`src/dpdd_pkg.sv`:
```
package dpdd_pkg;

	localparam int INTEGRAL_WIDTH_DEF = 32;
	localparam int INTEGRAL_WIDTH_MAX = 48;
	localparam int SPLIT_W = INTEGRAL_WIDTH_MAX / 2;
	localparam int IEXT_W = 2 * SPLIT_W;

	localparam int GAIN_W = 16;
	localparam int RADIUS_W = 12;
	localparam int LIMIT_W = 10;
	localparam int CFG_DATA_W = 16;
	localparam int DELTA_W = 16;
	localparam int YAW_W = 16;
	localparam int TS_W = 24;
	localparam int TR_W = 16;
	localparam int DUTY_W = 11;

	localparam int LSUM_W = DELTA_W + 1;
	localparam int MUL_A_W = GAIN_W + 1;
	localparam int MUL_B_W = 26;
	localparam int PROD_W = MUL_A_W + MUL_B_W;
	localparam int MEAS_W = 24;
	localparam int MEAS_SHIFT = 5;
	localparam int ERR_S_W = TS_W + 1;
	localparam int ERR_R_W = TR_W + 1;
	localparam int D_S_W = ERR_S_W + 1;
	localparam int D_R_W = ERR_R_W + 1;
	localparam int OUT_SHIFT = 8;

	localparam int REG_IDX_W = 3;
	localparam logic [REG_IDX_W-1:0] REG_KP_S   = 3'd0;
	localparam logic [REG_IDX_W-1:0] REG_KI_S   = 3'd1;
	localparam logic [REG_IDX_W-1:0] REG_KD_S   = 3'd2;
	localparam logic [REG_IDX_W-1:0] REG_KP_R   = 3'd3;
	localparam logic [REG_IDX_W-1:0] REG_KI_R   = 3'd4;
	localparam logic [REG_IDX_W-1:0] REG_KD_R   = 3'd5;
	localparam logic [REG_IDX_W-1:0] REG_RADIUS = 3'd6;
	localparam logic [REG_IDX_W-1:0] REG_LIMIT  = 3'd7;

	localparam logic [GAIN_W-1:0] KP_S_RESET = 16'd768;
	localparam logic [GAIN_W-1:0] GAIN_RESET = 16'd0;
	localparam logic [RADIUS_W-1:0] RADIUS_RESET = 12'd96;
	localparam logic [LIMIT_W-1:0] LIMIT_RESET = 10'd950;

	localparam int OP_W = 3;
	localparam logic [OP_W-1:0] OP_NONE = 3'd0;
	localparam logic [OP_W-1:0] OP_MEAS = 3'd1;
	localparam logic [OP_W-1:0] OP_ERR  = 3'd2;
	localparam logic [OP_W-1:0] OP_UPD  = 3'd3;
	localparam logic [OP_W-1:0] OP_MAC  = 3'd4;
	localparam logic [OP_W-1:0] OP_SUM  = 3'd5;

	localparam int SEL_W = 3;
	localparam logic [1:0] TERM_P   = 2'd0;
	localparam logic [1:0] TERM_D   = 2'd1;
	localparam logic [1:0] TERM_ILO = 2'd2;
	localparam logic [1:0] TERM_IHI = 2'd3;
	localparam int MAC_STEPS = 8;

	typedef struct packed {
		logic             load_in;
		logic [OP_W-1:0]  op;
		logic [SEL_W-1:0] sel;
		logic             load_out;
	} cmd_t;

endpackage

```
`src/dual_pid_differential_drive.sv`:
```
// channel  | handshake            | payload
// ---------+----------------------+-----------------------------------------------
// in       | in_valid / in_ready  | wheel deltas, yaw rate, straight/rotate target
// out      | out_valid / out_ready| duty_right, duty_left, clip flags
// cfg      | cfg_valid / cfg_ready| cfg_index, cfg_data (always ready)
//
// items are processed one at a time, in order: measure, error, state update,
// eight passes through the shared 17x26 multiplier, drain, sum and clamp. the
// next item is taken once the previous one is in the output register. reset
// loads the register defaults and clears integrals and previous errors. a
// result not yet taken holds back only the final clamp.
module dual_pid_differential_drive #(
	parameter int INTEGRAL_WIDTH = dpdd_pkg::INTEGRAL_WIDTH_DEF
) (
	input  logic                                    clk,
	input  logic                                    arst_n,
	input  logic                                    in_valid,
	output logic                                    in_ready,
	input  logic signed [dpdd_pkg::DELTA_W-1:0]     left_angle_delta,
	input  logic signed [dpdd_pkg::DELTA_W-1:0]     right_angle_delta,
	input  logic signed [dpdd_pkg::YAW_W-1:0]       yaw_rate,
	input  logic signed [dpdd_pkg::TS_W-1:0]        target_straight,
	input  logic signed [dpdd_pkg::TR_W-1:0]        target_rotate,
	output logic                                    out_valid,
	input  logic                                    out_ready,
	output logic signed [dpdd_pkg::DUTY_W-1:0]      duty_right,
	output logic signed [dpdd_pkg::DUTY_W-1:0]      duty_left,
	output logic                                    right_clipped,
	output logic                                    left_clipped,
	input  logic                                    cfg_valid,
	output logic                                    cfg_ready,
	input  logic [dpdd_pkg::REG_IDX_W-1:0]          cfg_index,
	input  logic [dpdd_pkg::CFG_DATA_W-1:0]         cfg_data
);
	import dpdd_pkg::*;

	cmd_t cmd;

	assign cfg_ready = 1'b1;

	dpdd_ctrl u_ctrl (
		.clk       (clk),
		.arst_n    (arst_n),
		.in_valid  (in_valid),
		.in_ready  (in_ready),
		.out_valid (out_valid),
		.out_ready (out_ready),
		.cmd       (cmd)
	);

	dpdd_dp #(
		.INTEGRAL_WIDTH (INTEGRAL_WIDTH)
	) u_dp (
		.clk               (clk),
		.arst_n            (arst_n),
		.cmd               (cmd),
		.cfg_we            (cfg_valid && cfg_ready),
		.cfg_index         (cfg_index),
		.cfg_data          (cfg_data),
		.left_angle_delta  (left_angle_delta),
		.right_angle_delta (right_angle_delta),
		.yaw_rate          (yaw_rate),
		.target_straight   (target_straight),
		.target_rotate     (target_rotate),
		.duty_right        (duty_right),
		.duty_left         (duty_left),
		.right_clipped     (right_clipped),
		.left_clipped      (left_clipped)
	);

endmodule

```
`src/dpdd_ctrl.sv`:
```
module dpdd_ctrl (
	input  logic             clk,
	input  logic             arst_n,
	input  logic             in_valid,
	output logic             in_ready,
	output logic             out_valid,
	input  logic             out_ready,
	output dpdd_pkg::cmd_t   cmd
);
	import dpdd_pkg::*;

	localparam logic [2:0] S_IDLE  = 3'd0;
	localparam logic [2:0] S_MEAS  = 3'd1;
	localparam logic [2:0] S_ERR   = 3'd2;
	localparam logic [2:0] S_UPD   = 3'd3;
	localparam logic [2:0] S_MAC   = 3'd4;
	localparam logic [2:0] S_DRAIN = 3'd5;
	localparam logic [2:0] S_SUM   = 3'd6;
	localparam logic [2:0] S_FIN   = 3'd7;

	logic [2:0]       state_q;
	logic [2:0]       state_d;
	logic [SEL_W-1:0] cnt_q;
	logic             out_valid_q;
	logic             fin_go;

	assign in_ready = (state_q == S_IDLE);
	assign out_valid = out_valid_q;
	assign fin_go = !out_valid_q || out_ready;

	always_comb begin
		state_d = state_q;
		cmd = '0;
		unique case (state_q)
			S_IDLE: begin
				cmd.load_in = in_valid;
				if (in_valid) begin
					state_d = S_MEAS;
				end
			end
			S_MEAS: begin
				cmd.op = OP_MEAS;
				state_d = S_ERR;
			end
			S_ERR: begin
				cmd.op = OP_ERR;
				state_d = S_UPD;
			end
			S_UPD: begin
				cmd.op = OP_UPD;
				state_d = S_MAC;
			end
			S_MAC: begin
				cmd.op = OP_MAC;
				cmd.sel = cnt_q;
				if (cnt_q == SEL_W'(MAC_STEPS - 1)) begin
					state_d = S_DRAIN;
				end
			end
			S_DRAIN: begin
				state_d = S_SUM;
			end
			S_SUM: begin
				cmd.op = OP_SUM;
				state_d = S_FIN;
			end
			S_FIN: begin
				cmd.load_out = fin_go;
				if (fin_go) begin
					state_d = S_IDLE;
				end
			end
			default: begin
				state_d = S_IDLE;
			end
		endcase
	end

	always_ff @(posedge clk or negedge arst_n) begin
		if (!arst_n) begin
			state_q <= S_IDLE;
			cnt_q <= '0;
			out_valid_q <= 1'b0;
		end else begin
			state_q <= state_d;
			if (state_q == S_MAC) begin
				cnt_q <= cnt_q + SEL_W'(1);
			end else begin
				cnt_q <= '0;
			end
			if (cmd.load_out) begin
				out_valid_q <= 1'b1;
			end else if (out_ready) begin
				out_valid_q <= 1'b0;
			end
		end
	end

endmodule

```
`src/dpdd_dp.sv`:
```
module dpdd_dp #(
	parameter int INTEGRAL_WIDTH = dpdd_pkg::INTEGRAL_WIDTH_DEF
) (
	input  logic                                    clk,
	input  logic                                    arst_n,
	input  dpdd_pkg::cmd_t                          cmd,
	input  logic                                    cfg_we,
	input  logic [dpdd_pkg::REG_IDX_W-1:0]          cfg_index,
	input  logic [dpdd_pkg::CFG_DATA_W-1:0]         cfg_data,
	input  logic signed [dpdd_pkg::DELTA_W-1:0]     left_angle_delta,
	input  logic signed [dpdd_pkg::DELTA_W-1:0]     right_angle_delta,
	input  logic signed [dpdd_pkg::YAW_W-1:0]       yaw_rate,
	input  logic signed [dpdd_pkg::TS_W-1:0]        target_straight,
	input  logic signed [dpdd_pkg::TR_W-1:0]        target_rotate,
	output logic signed [dpdd_pkg::DUTY_W-1:0]      duty_right,
	output logic signed [dpdd_pkg::DUTY_W-1:0]      duty_left,
	output logic                                    right_clipped,
	output logic                                    left_clipped
);
	import dpdd_pkg::*;

	localparam int IW = INTEGRAL_WIDTH;
	localparam int SUM_W = ((IW > ERR_S_W) ? IW : ERR_S_W) + 1;
	localparam int AW = ((IW + GAIN_W > D_S_W + GAIN_W) ? IW + GAIN_W : D_S_W + GAIN_W) + 2;
	localparam int RW = AW - OUT_SHIFT + 1;
	localparam logic signed [SUM_W-1:0] SAT_HI = {{(SUM_W - IW + 1){1'b0}}, {(IW - 1){1'b1}}};
	localparam logic signed [SUM_W-1:0] SAT_LO = ~SAT_HI;

	logic signed [GAIN_W-1:0]   kp_s_q, ki_s_q, kd_s_q, kp_r_q, ki_r_q, kd_r_q;
	logic [RADIUS_W-1:0]        radius_q;
	logic [LIMIT_W-1:0]         limit_q;

	logic signed [DELTA_W-1:0]  left_q, right_q;
	logic signed [YAW_W-1:0]    yaw_q;
	logic signed [TS_W-1:0]     ts_q;
	logic signed [TR_W-1:0]     tr_q;

	logic signed [ERR_S_W-1:0]  err_s_q, prev_s_q;
	logic signed [ERR_R_W-1:0]  err_r_q, prev_r_q;
	logic signed [D_S_W-1:0]    d_s_q;
	logic signed [D_R_W-1:0]    d_r_q;
	logic signed [IW-1:0]       integ_s_q, integ_r_q;

	logic signed [PROD_W-1:0]   prod_q;
	logic                       pv_q;
	logic                       tag_rot_q;
	logic                       tag_hi_q;
	logic signed [AW-1:0]       acc_s_q, acc_r_q;
	logic signed [RW-1:0]       raw_r_q, raw_l_q;

	logic signed [DUTY_W-1:0]   duty_right_q, duty_left_q;
	logic                       right_clip_q, left_clip_q;

	logic signed [LSUM_W-1:0]   lsum;
	logic signed [MUL_A_W-1:0]  mul_a;
	logic signed [MUL_B_W-1:0]  mul_b;
	logic signed [PROD_W-1:0]   prod;
	logic signed [GAIN_W-1:0]   gain_p, gain_i, gain_d;
	logic signed [IW-1:0]       integ_sel;
	logic signed [IEXT_W-1:0]   integ_ext;
	logic signed [MUL_B_W-1:0]  op_lo, op_hi, op_err, op_d;
	logic signed [MEAS_W-1:0]   meas;
	logic signed [SUM_W-1:0]    isum_s, isum_r;
	logic signed [IW-1:0]       isat_s, isat_r;
	logic signed [AW-1:0]       term;
	logic signed [AW-1:0]       acc_s_sh, acc_r_sh;
	logic signed [RW-1:0]       so, ro;
	logic signed [RW-1:0]       lim_ext;
	logic signed [DUTY_W-1:0]   lim_pos, lim_neg;
	logic signed [DUTY_W-1:0]   dr_n, dl_n;
	logic                       cr_n, cl_n;

	function automatic logic signed [IW-1:0] sat_int(input logic signed [SUM_W-1:0] x);
		logic signed [IW-1:0] r;
		if (x > SAT_HI) begin
			r = SAT_HI[IW-1:0];
		end else if (x < SAT_LO) begin
			r = SAT_LO[IW-1:0];
		end else begin
			r = x[IW-1:0];
		end
		return r;
	endfunction

	assign lsum = LSUM_W'(left_q) + LSUM_W'(right_q);

	always_comb begin
		if (cmd.sel[2]) begin
			gain_p = kp_r_q;
			gain_i = ki_r_q;
			gain_d = kd_r_q;
			integ_sel = integ_r_q;
			op_err = MUL_B_W'(err_r_q);
			op_d = MUL_B_W'(d_r_q);
		end else begin
			gain_p = kp_s_q;
			gain_i = ki_s_q;
			gain_d = kd_s_q;
			integ_sel = integ_s_q;
			op_err = MUL_B_W'(err_s_q);
			op_d = MUL_B_W'(d_s_q);
		end
		integ_ext = IEXT_W'(integ_sel);
		op_lo = $signed({{(MUL_B_W - SPLIT_W){1'b0}}, integ_ext[SPLIT_W-1:0]});
		op_hi = MUL_B_W'($signed(integ_ext[IEXT_W-1:SPLIT_W]));
		if (cmd.op == OP_MEAS) begin
			mul_a = $signed({{(MUL_A_W - RADIUS_W){1'b0}}, radius_q});
			mul_b = MUL_B_W'(lsum);
		end else begin
			case (cmd.sel[1:0])
				TERM_P: begin
					mul_a = MUL_A_W'(gain_p);
					mul_b = op_err;
				end
				TERM_D: begin
					mul_a = MUL_A_W'(gain_d);
					mul_b = op_d;
				end
				TERM_ILO: begin
					mul_a = MUL_A_W'(gain_i);
					mul_b = op_lo;
				end
				default: begin
					mul_a = MUL_A_W'(gain_i);
					mul_b = op_hi;
				end
			endcase
		end
	end

	assign prod = mul_a * mul_b;

	assign meas = $signed(prod_q[MEAS_SHIFT +: MEAS_W]);
	assign isum_s = SUM_W'(integ_s_q) + SUM_W'(err_s_q);
	assign isum_r = SUM_W'(integ_r_q) + SUM_W'(err_r_q);
	assign isat_s = sat_int(isum_s);
	assign isat_r = sat_int(isum_r);

	always_comb begin
		term = AW'(prod_q);
		if (tag_hi_q) begin
			term = term <<< SPLIT_W;
		end
	end

	assign acc_s_sh = acc_s_q >>> OUT_SHIFT;
	assign acc_r_sh = acc_r_q >>> OUT_SHIFT;
	assign so = acc_s_sh[RW-1:0];
	assign ro = acc_r_sh[RW-1:0];

	// symmetric clamp against the duty limit
	assign lim_ext = $signed({{(RW - LIMIT_W){1'b0}}, limit_q});
	assign lim_pos = $signed({{(DUTY_W - LIMIT_W){1'b0}}, limit_q});
	assign lim_neg = -lim_pos;

	always_comb begin
		if (raw_r_q > lim_ext) begin
			dr_n = lim_pos;
			cr_n = 1'b1;
		end else if (raw_r_q < -lim_ext) begin
			dr_n = lim_neg;
			cr_n = 1'b1;
		end else begin
			dr_n = raw_r_q[DUTY_W-1:0];
			cr_n = 1'b0;
		end
		if (raw_l_q > lim_ext) begin
			dl_n = lim_pos;
			cl_n = 1'b1;
		end else if (raw_l_q < -lim_ext) begin
			dl_n = lim_neg;
			cl_n = 1'b1;
		end else begin
			dl_n = raw_l_q[DUTY_W-1:0];
			cl_n = 1'b0;
		end
	end

	always_ff @(posedge clk or negedge arst_n) begin
		if (!arst_n) begin
			kp_s_q <= KP_S_RESET;
			ki_s_q <= GAIN_RESET;
			kd_s_q <= GAIN_RESET;
			kp_r_q <= GAIN_RESET;
			ki_r_q <= GAIN_RESET;
			kd_r_q <= GAIN_RESET;
			radius_q <= RADIUS_RESET;
			limit_q <= LIMIT_RESET;
			integ_s_q <= '0;
			integ_r_q <= '0;
			prev_s_q <= '0;
			prev_r_q <= '0;
			pv_q <= 1'b0;
		end else begin
			if (cfg_we) begin
				unique case (cfg_index)
					REG_KP_S:   kp_s_q <= cfg_data;
					REG_KI_S:   ki_s_q <= cfg_data;
					REG_KD_S:   kd_s_q <= cfg_data;
					REG_KP_R:   kp_r_q <= cfg_data;
					REG_KI_R:   ki_r_q <= cfg_data;
					REG_KD_R:   kd_r_q <= cfg_data;
					REG_RADIUS: radius_q <= cfg_data[RADIUS_W-1:0];
					REG_LIMIT:  limit_q <= cfg_data[LIMIT_W-1:0];
					default: ;
				endcase
			end
			if (cmd.op == OP_UPD) begin
				integ_s_q <= isat_s;
				integ_r_q <= isat_r;
				prev_s_q <= err_s_q;
				prev_r_q <= err_r_q;
			end
			pv_q <= (cmd.op == OP_MAC);
		end
	end

	always_ff @(posedge clk) begin
		if (cmd.load_in) begin
			left_q <= left_angle_delta;
			right_q <= right_angle_delta;
			yaw_q <= yaw_rate;
			ts_q <= target_straight;
			tr_q <= target_rotate;
		end
		if (cmd.op == OP_MEAS || cmd.op == OP_MAC) begin
			prod_q <= prod;
			tag_rot_q <= cmd.sel[2];
			tag_hi_q <= (cmd.op == OP_MAC) && (cmd.sel[1:0] == TERM_IHI);
		end
		if (cmd.op == OP_ERR) begin
			err_s_q <= ERR_S_W'(ts_q) - ERR_S_W'(meas);
			err_r_q <= ERR_R_W'(tr_q) - ERR_R_W'(yaw_q);
		end
		if (cmd.op == OP_UPD) begin
			d_s_q <= D_S_W'(err_s_q) - D_S_W'(prev_s_q);
			d_r_q <= D_R_W'(err_r_q) - D_R_W'(prev_r_q);
			acc_s_q <= '0;
			acc_r_q <= '0;
		end else if (pv_q) begin
			if (tag_rot_q) begin
				acc_r_q <= acc_r_q + term;
			end else begin
				acc_s_q <= acc_s_q + term;
			end
		end
		if (cmd.op == OP_SUM) begin
			raw_r_q <= so + ro;
			raw_l_q <= so - ro;
		end
		if (cmd.load_out) begin
			duty_right_q <= dr_n;
			duty_left_q <= dl_n;
			right_clip_q <= cr_n;
			left_clip_q <= cl_n;
		end
	end

	assign duty_right = duty_right_q;
	assign duty_left = duty_left_q;
	assign right_clipped = right_clip_q;
	assign left_clipped = left_clip_q;

endmodule
```
`config.mk`:
```
export PLATFORM = sky130hd
export DESIGN_NAME = dual_pid_differential_drive
export DESIGN_NICKNAME = d
export VERILOG_FILES = /design/src/dpdd_pkg.sv /design/src/dual_pid_differential_drive.sv /design/src/dpdd_ctrl.sv /design/src/dpdd_dp.sv
export SDC_FILE = /design/constraint.sdc
export NUM_CORES = 2
export LEC_CHECK = 0
export BUFFER_PORTS_ARGS = -buffer_cell sky130_fd_sc_hd__clkbuf_2
export CAP_MARGIN = 40
export CELL_PAD_IN_SITES_DETAIL_PLACEMENT = 1
export CELL_PAD_IN_SITES_GLOBAL_PLACEMENT = 1
export CORE_AREA = 3 3 353 355
export DETAILED_ROUTE_END_ITERATION = 16
export DIE_AREA = 0 0 356 358
export PLACE_DENSITY_LB_ADDON = 0.1
export SKIP_LAST_GASP = 1
export SLEW_MARGIN = 20
export SYNTH_ARGS = -nofsm -noshare
export SYNTH_HDL_FRONTEND = slang
export SYNTH_SLANG_ARGS = --single-unit
```
`constraint.sdc`:
```
create_clock -name clk -period 12 [get_ports clk]
set_input_delay 0.6 -clock clk [delete_from_list [all_inputs] [get_ports clk]]
set_output_delay 0.6 -clock clk [all_outputs]
set_load 0.02 [all_outputs]
```
==> results.yml <==
cts:
  cts_made_buffers: 83
  clkLatencyLatePin_ns: 0.72
  path_clk_slew_ns: 0.07
  htreeDepth: 3
  cts_setup_buffers: 0
  cts_root_buf: "clkbuf_16"
  clk_path_buf_depth: 3
  clock_sinks: 660
  tritoncts: "yes"
layout:
  fillers: 13925
  mostFrequentLayoutCells: "779 x inv_1, 602 x nand2_1, 553 x ha_1, 539 x nor2_1, 526 x a21oi_1"
  drive_gt1_share_pct: 9.15
  multi_input_area_sq_um: 40400
  ff_latch_area_sq_um: 17700
  syn2layout_area_growth_pct: 8.72
  finalNetCount: 7931
  mostFrequentLayoutCell: "inv_1"
floorplan:
  ios: 139
  die-area_sq_um: 127000
  start_util_pct: 51.0
  rows: 128
  coreArea_sq_um: 122000
  die_h_microns: 358
  die_w_microns: 356
sta:
  whs_ns: 0.0636
  clock-skew-final_ns: 0.0430
  rsz0062_at_grt: "false"
  tightest_slew_ns: 0.883
  final-hold-violation-count: 0
  timing.fmax_ghz: 0.0941
  fin_setup_tns_ns: 0
  period_minus_slack_ns: 10.63
  finalCritPeriodShare_pct: 88.6
  maxSlewViolCount: 0
  setup_violations: 0
  maxSlewHeadroom_pct: 40.5
route:
  wire_per_inst_microns: 26.4
  via_count: 52517
  vias_per_cell: 6.16
  firstDrtPassIters: 5
  drt_wl_total_microns: 225000
  drcViolationCount: 0
  drtIter0Drc: 4937
  drtAntennaViolNets: 0
critical_path:
  start_kind: "flop"
  cp.arrival_ns: 11.07
  worstSetupPathType: "reg -> reg"
  cp_num_buf_inv: 6
  slowest_stage: "and2_1"
  path_delay_family: "compound AO/OA/AOI/OAI gates"
  path_max_fanout: 18
  endpoint_kind: "flop"
  crit_required_ns: 12.44
  crit_path_frequent_cell: "fa_1"
  cpPeakStageDelay_ns: 0.68
placed_design:
  place.gp.congestion: 0.995
  io_buffers: 137
  dp_hpwl_microns: 178000
synthesis:
  postSynthCellCount: 6757
  synth_edf_count: 328
  yosys_register_bits: 660
  synth.distinct_cells: 110
  yosysWarnings: 0
  avgSynthCellArea_sq_um: 9.19
  synthesis.nets: 7865
  syn_area_sq_um: 62100
  synthFlopType: "edfxtp_1"
  synth_seq_area_share_pct: 28.5
  ys_async_sr_fraction_pct: 35.2
status:
  status: "completed"
global_route:
  grt_pass1_vias: 54481
  grt_pass1_wl_microns: 340000
  antenna_found_initial: 15
  grt_usage_pct: 35.2
  grt_overflow: 0
  grt_max_degree: 130
run:
  maxCapViolCount: 0
worst_hold_path:
  min_path_type: "in -> reg"
[state kept, by name, summed over array words and instances (netlist names), 18 cells and up]
register	cells
u_dp.integ_r_q	32
u_dp.ts_q	24
u_dp.d_r_q	18
u_dp.raw_r_q	42
u_dp.err_s_q	25
u_dp.integ_s_q	32
u_dp.raw_l_q	43
u_dp.prev_s_q	25
u_dp.d_s_q	26
u_dp.acc_r_q	50
u_dp.acc_s_q	50
u_dp.prod_q	43
[timing repair]
action,4_1_cts,5_1_grt
hold endpoints to repair,77,0
gates resized for setup,0,0
hold buffers,1,0
[synth_stat cells, types with 75 or more instances]
library cell	instances	share of area, %
a21o_1	173	2.1
a21oi_1	526	4.2
clkbuf_1	146	0.88
dfrtp_1	221	8.9
dfxtp_1	100	3.2
edfxtp_1	328	16
fa_1	443	14
ha_1	553	11
inv_1	781	4.7
mux2_2	133	2.4
mux2i_1	76	1.2
nand2_1	604	3.7
nand2b_1	75	0.76
nand3_1	110	0.89
nor2_1	541	3.3
nor2b_1	81	0.82
nor3_1	113	0.91
o21ai_0	330	2.7
xnor2_1	223	3.1
xor2_1	83	1.2
[metrics by stage]
stage | instance area (sq um) | instances | utilization (%) | worst slack [ns]
finish | 67500 | 8524 | 55.5 | 1.37
floorplan | 62100 | 6757 | - | 3.46
CTS | 67500 | 8517 | 55.4 | 1.51
global placement | 64300 | 8335 | 52.8 | 1.80
detailed placement | 64600 | 8361 | 53.1 | 1.59
global route | 67500 | 8522 | 55.5 | 1.07
[cell families (layout without fill, tap and decap cells)]
group | after synthesis | after routing | share of synthesized area (%)
buffers and inverters | 1047 | 1183 | 6.74
AND/OR/NAND/NOR | 1845 | 1845 | 13.8
flip-flops | 660 | 660 | 28.5
other | 1 | 7 | 0.00604
multiplexers | 209 | 209 | 3.64
adder cells (fa/ha/maj) | 1009 | 1009 | 25.6
AO/OA/AOI/OAI | 1680 | 1680 | 17.4
XOR/XNOR | 306 | 306 | 4.32
[area by class of cell]
cell class	instances	area share (%)
Sequential cell	660	26.2
Timing Repair Buffer	240	2.35
Clock buffer	118	3.50
Tap cell	1625	3.01
Antenna cell	6	0.0222
Inverter	788	4.40
Multi-Input combinational cell	5050	59.8
Clock inverter	37	0.776
[final timing paths]
kind,to,depth (start not counted),from,slack [ns]
max reg2reg,u_dp.prod_q[39],31,u_ctrl.state_q[2],1.37
min,u_dp.yaw_q[8],1,yaw_rate[8],0.06
min in group asynchronous,u_dp.prev_r_q[14],2,arst_n,0.54
max,u_dp.prod_q[39],31,u_ctrl.state_q[2],1.37
max in group asynchronous,u_dp.radius_q[6],5,arst_n,9.61
min reg2reg,u_dp.acc_s_q[3],2,u_dp.acc_s_q[3],0.46
[per-layer routing]
metal	global-route usage [%]	vias to the layer above	routed length, microns
met5	0	-	13
met3	7.99	422	19500
met4	13.7	2	9890
li1	-	23568	-
met1	47.6	26678	95000
met2	54.8	1847	101000
Power is not shown: default switching activity piles up to over one toggle a cycle in this logic, so the estimate is an artifact.
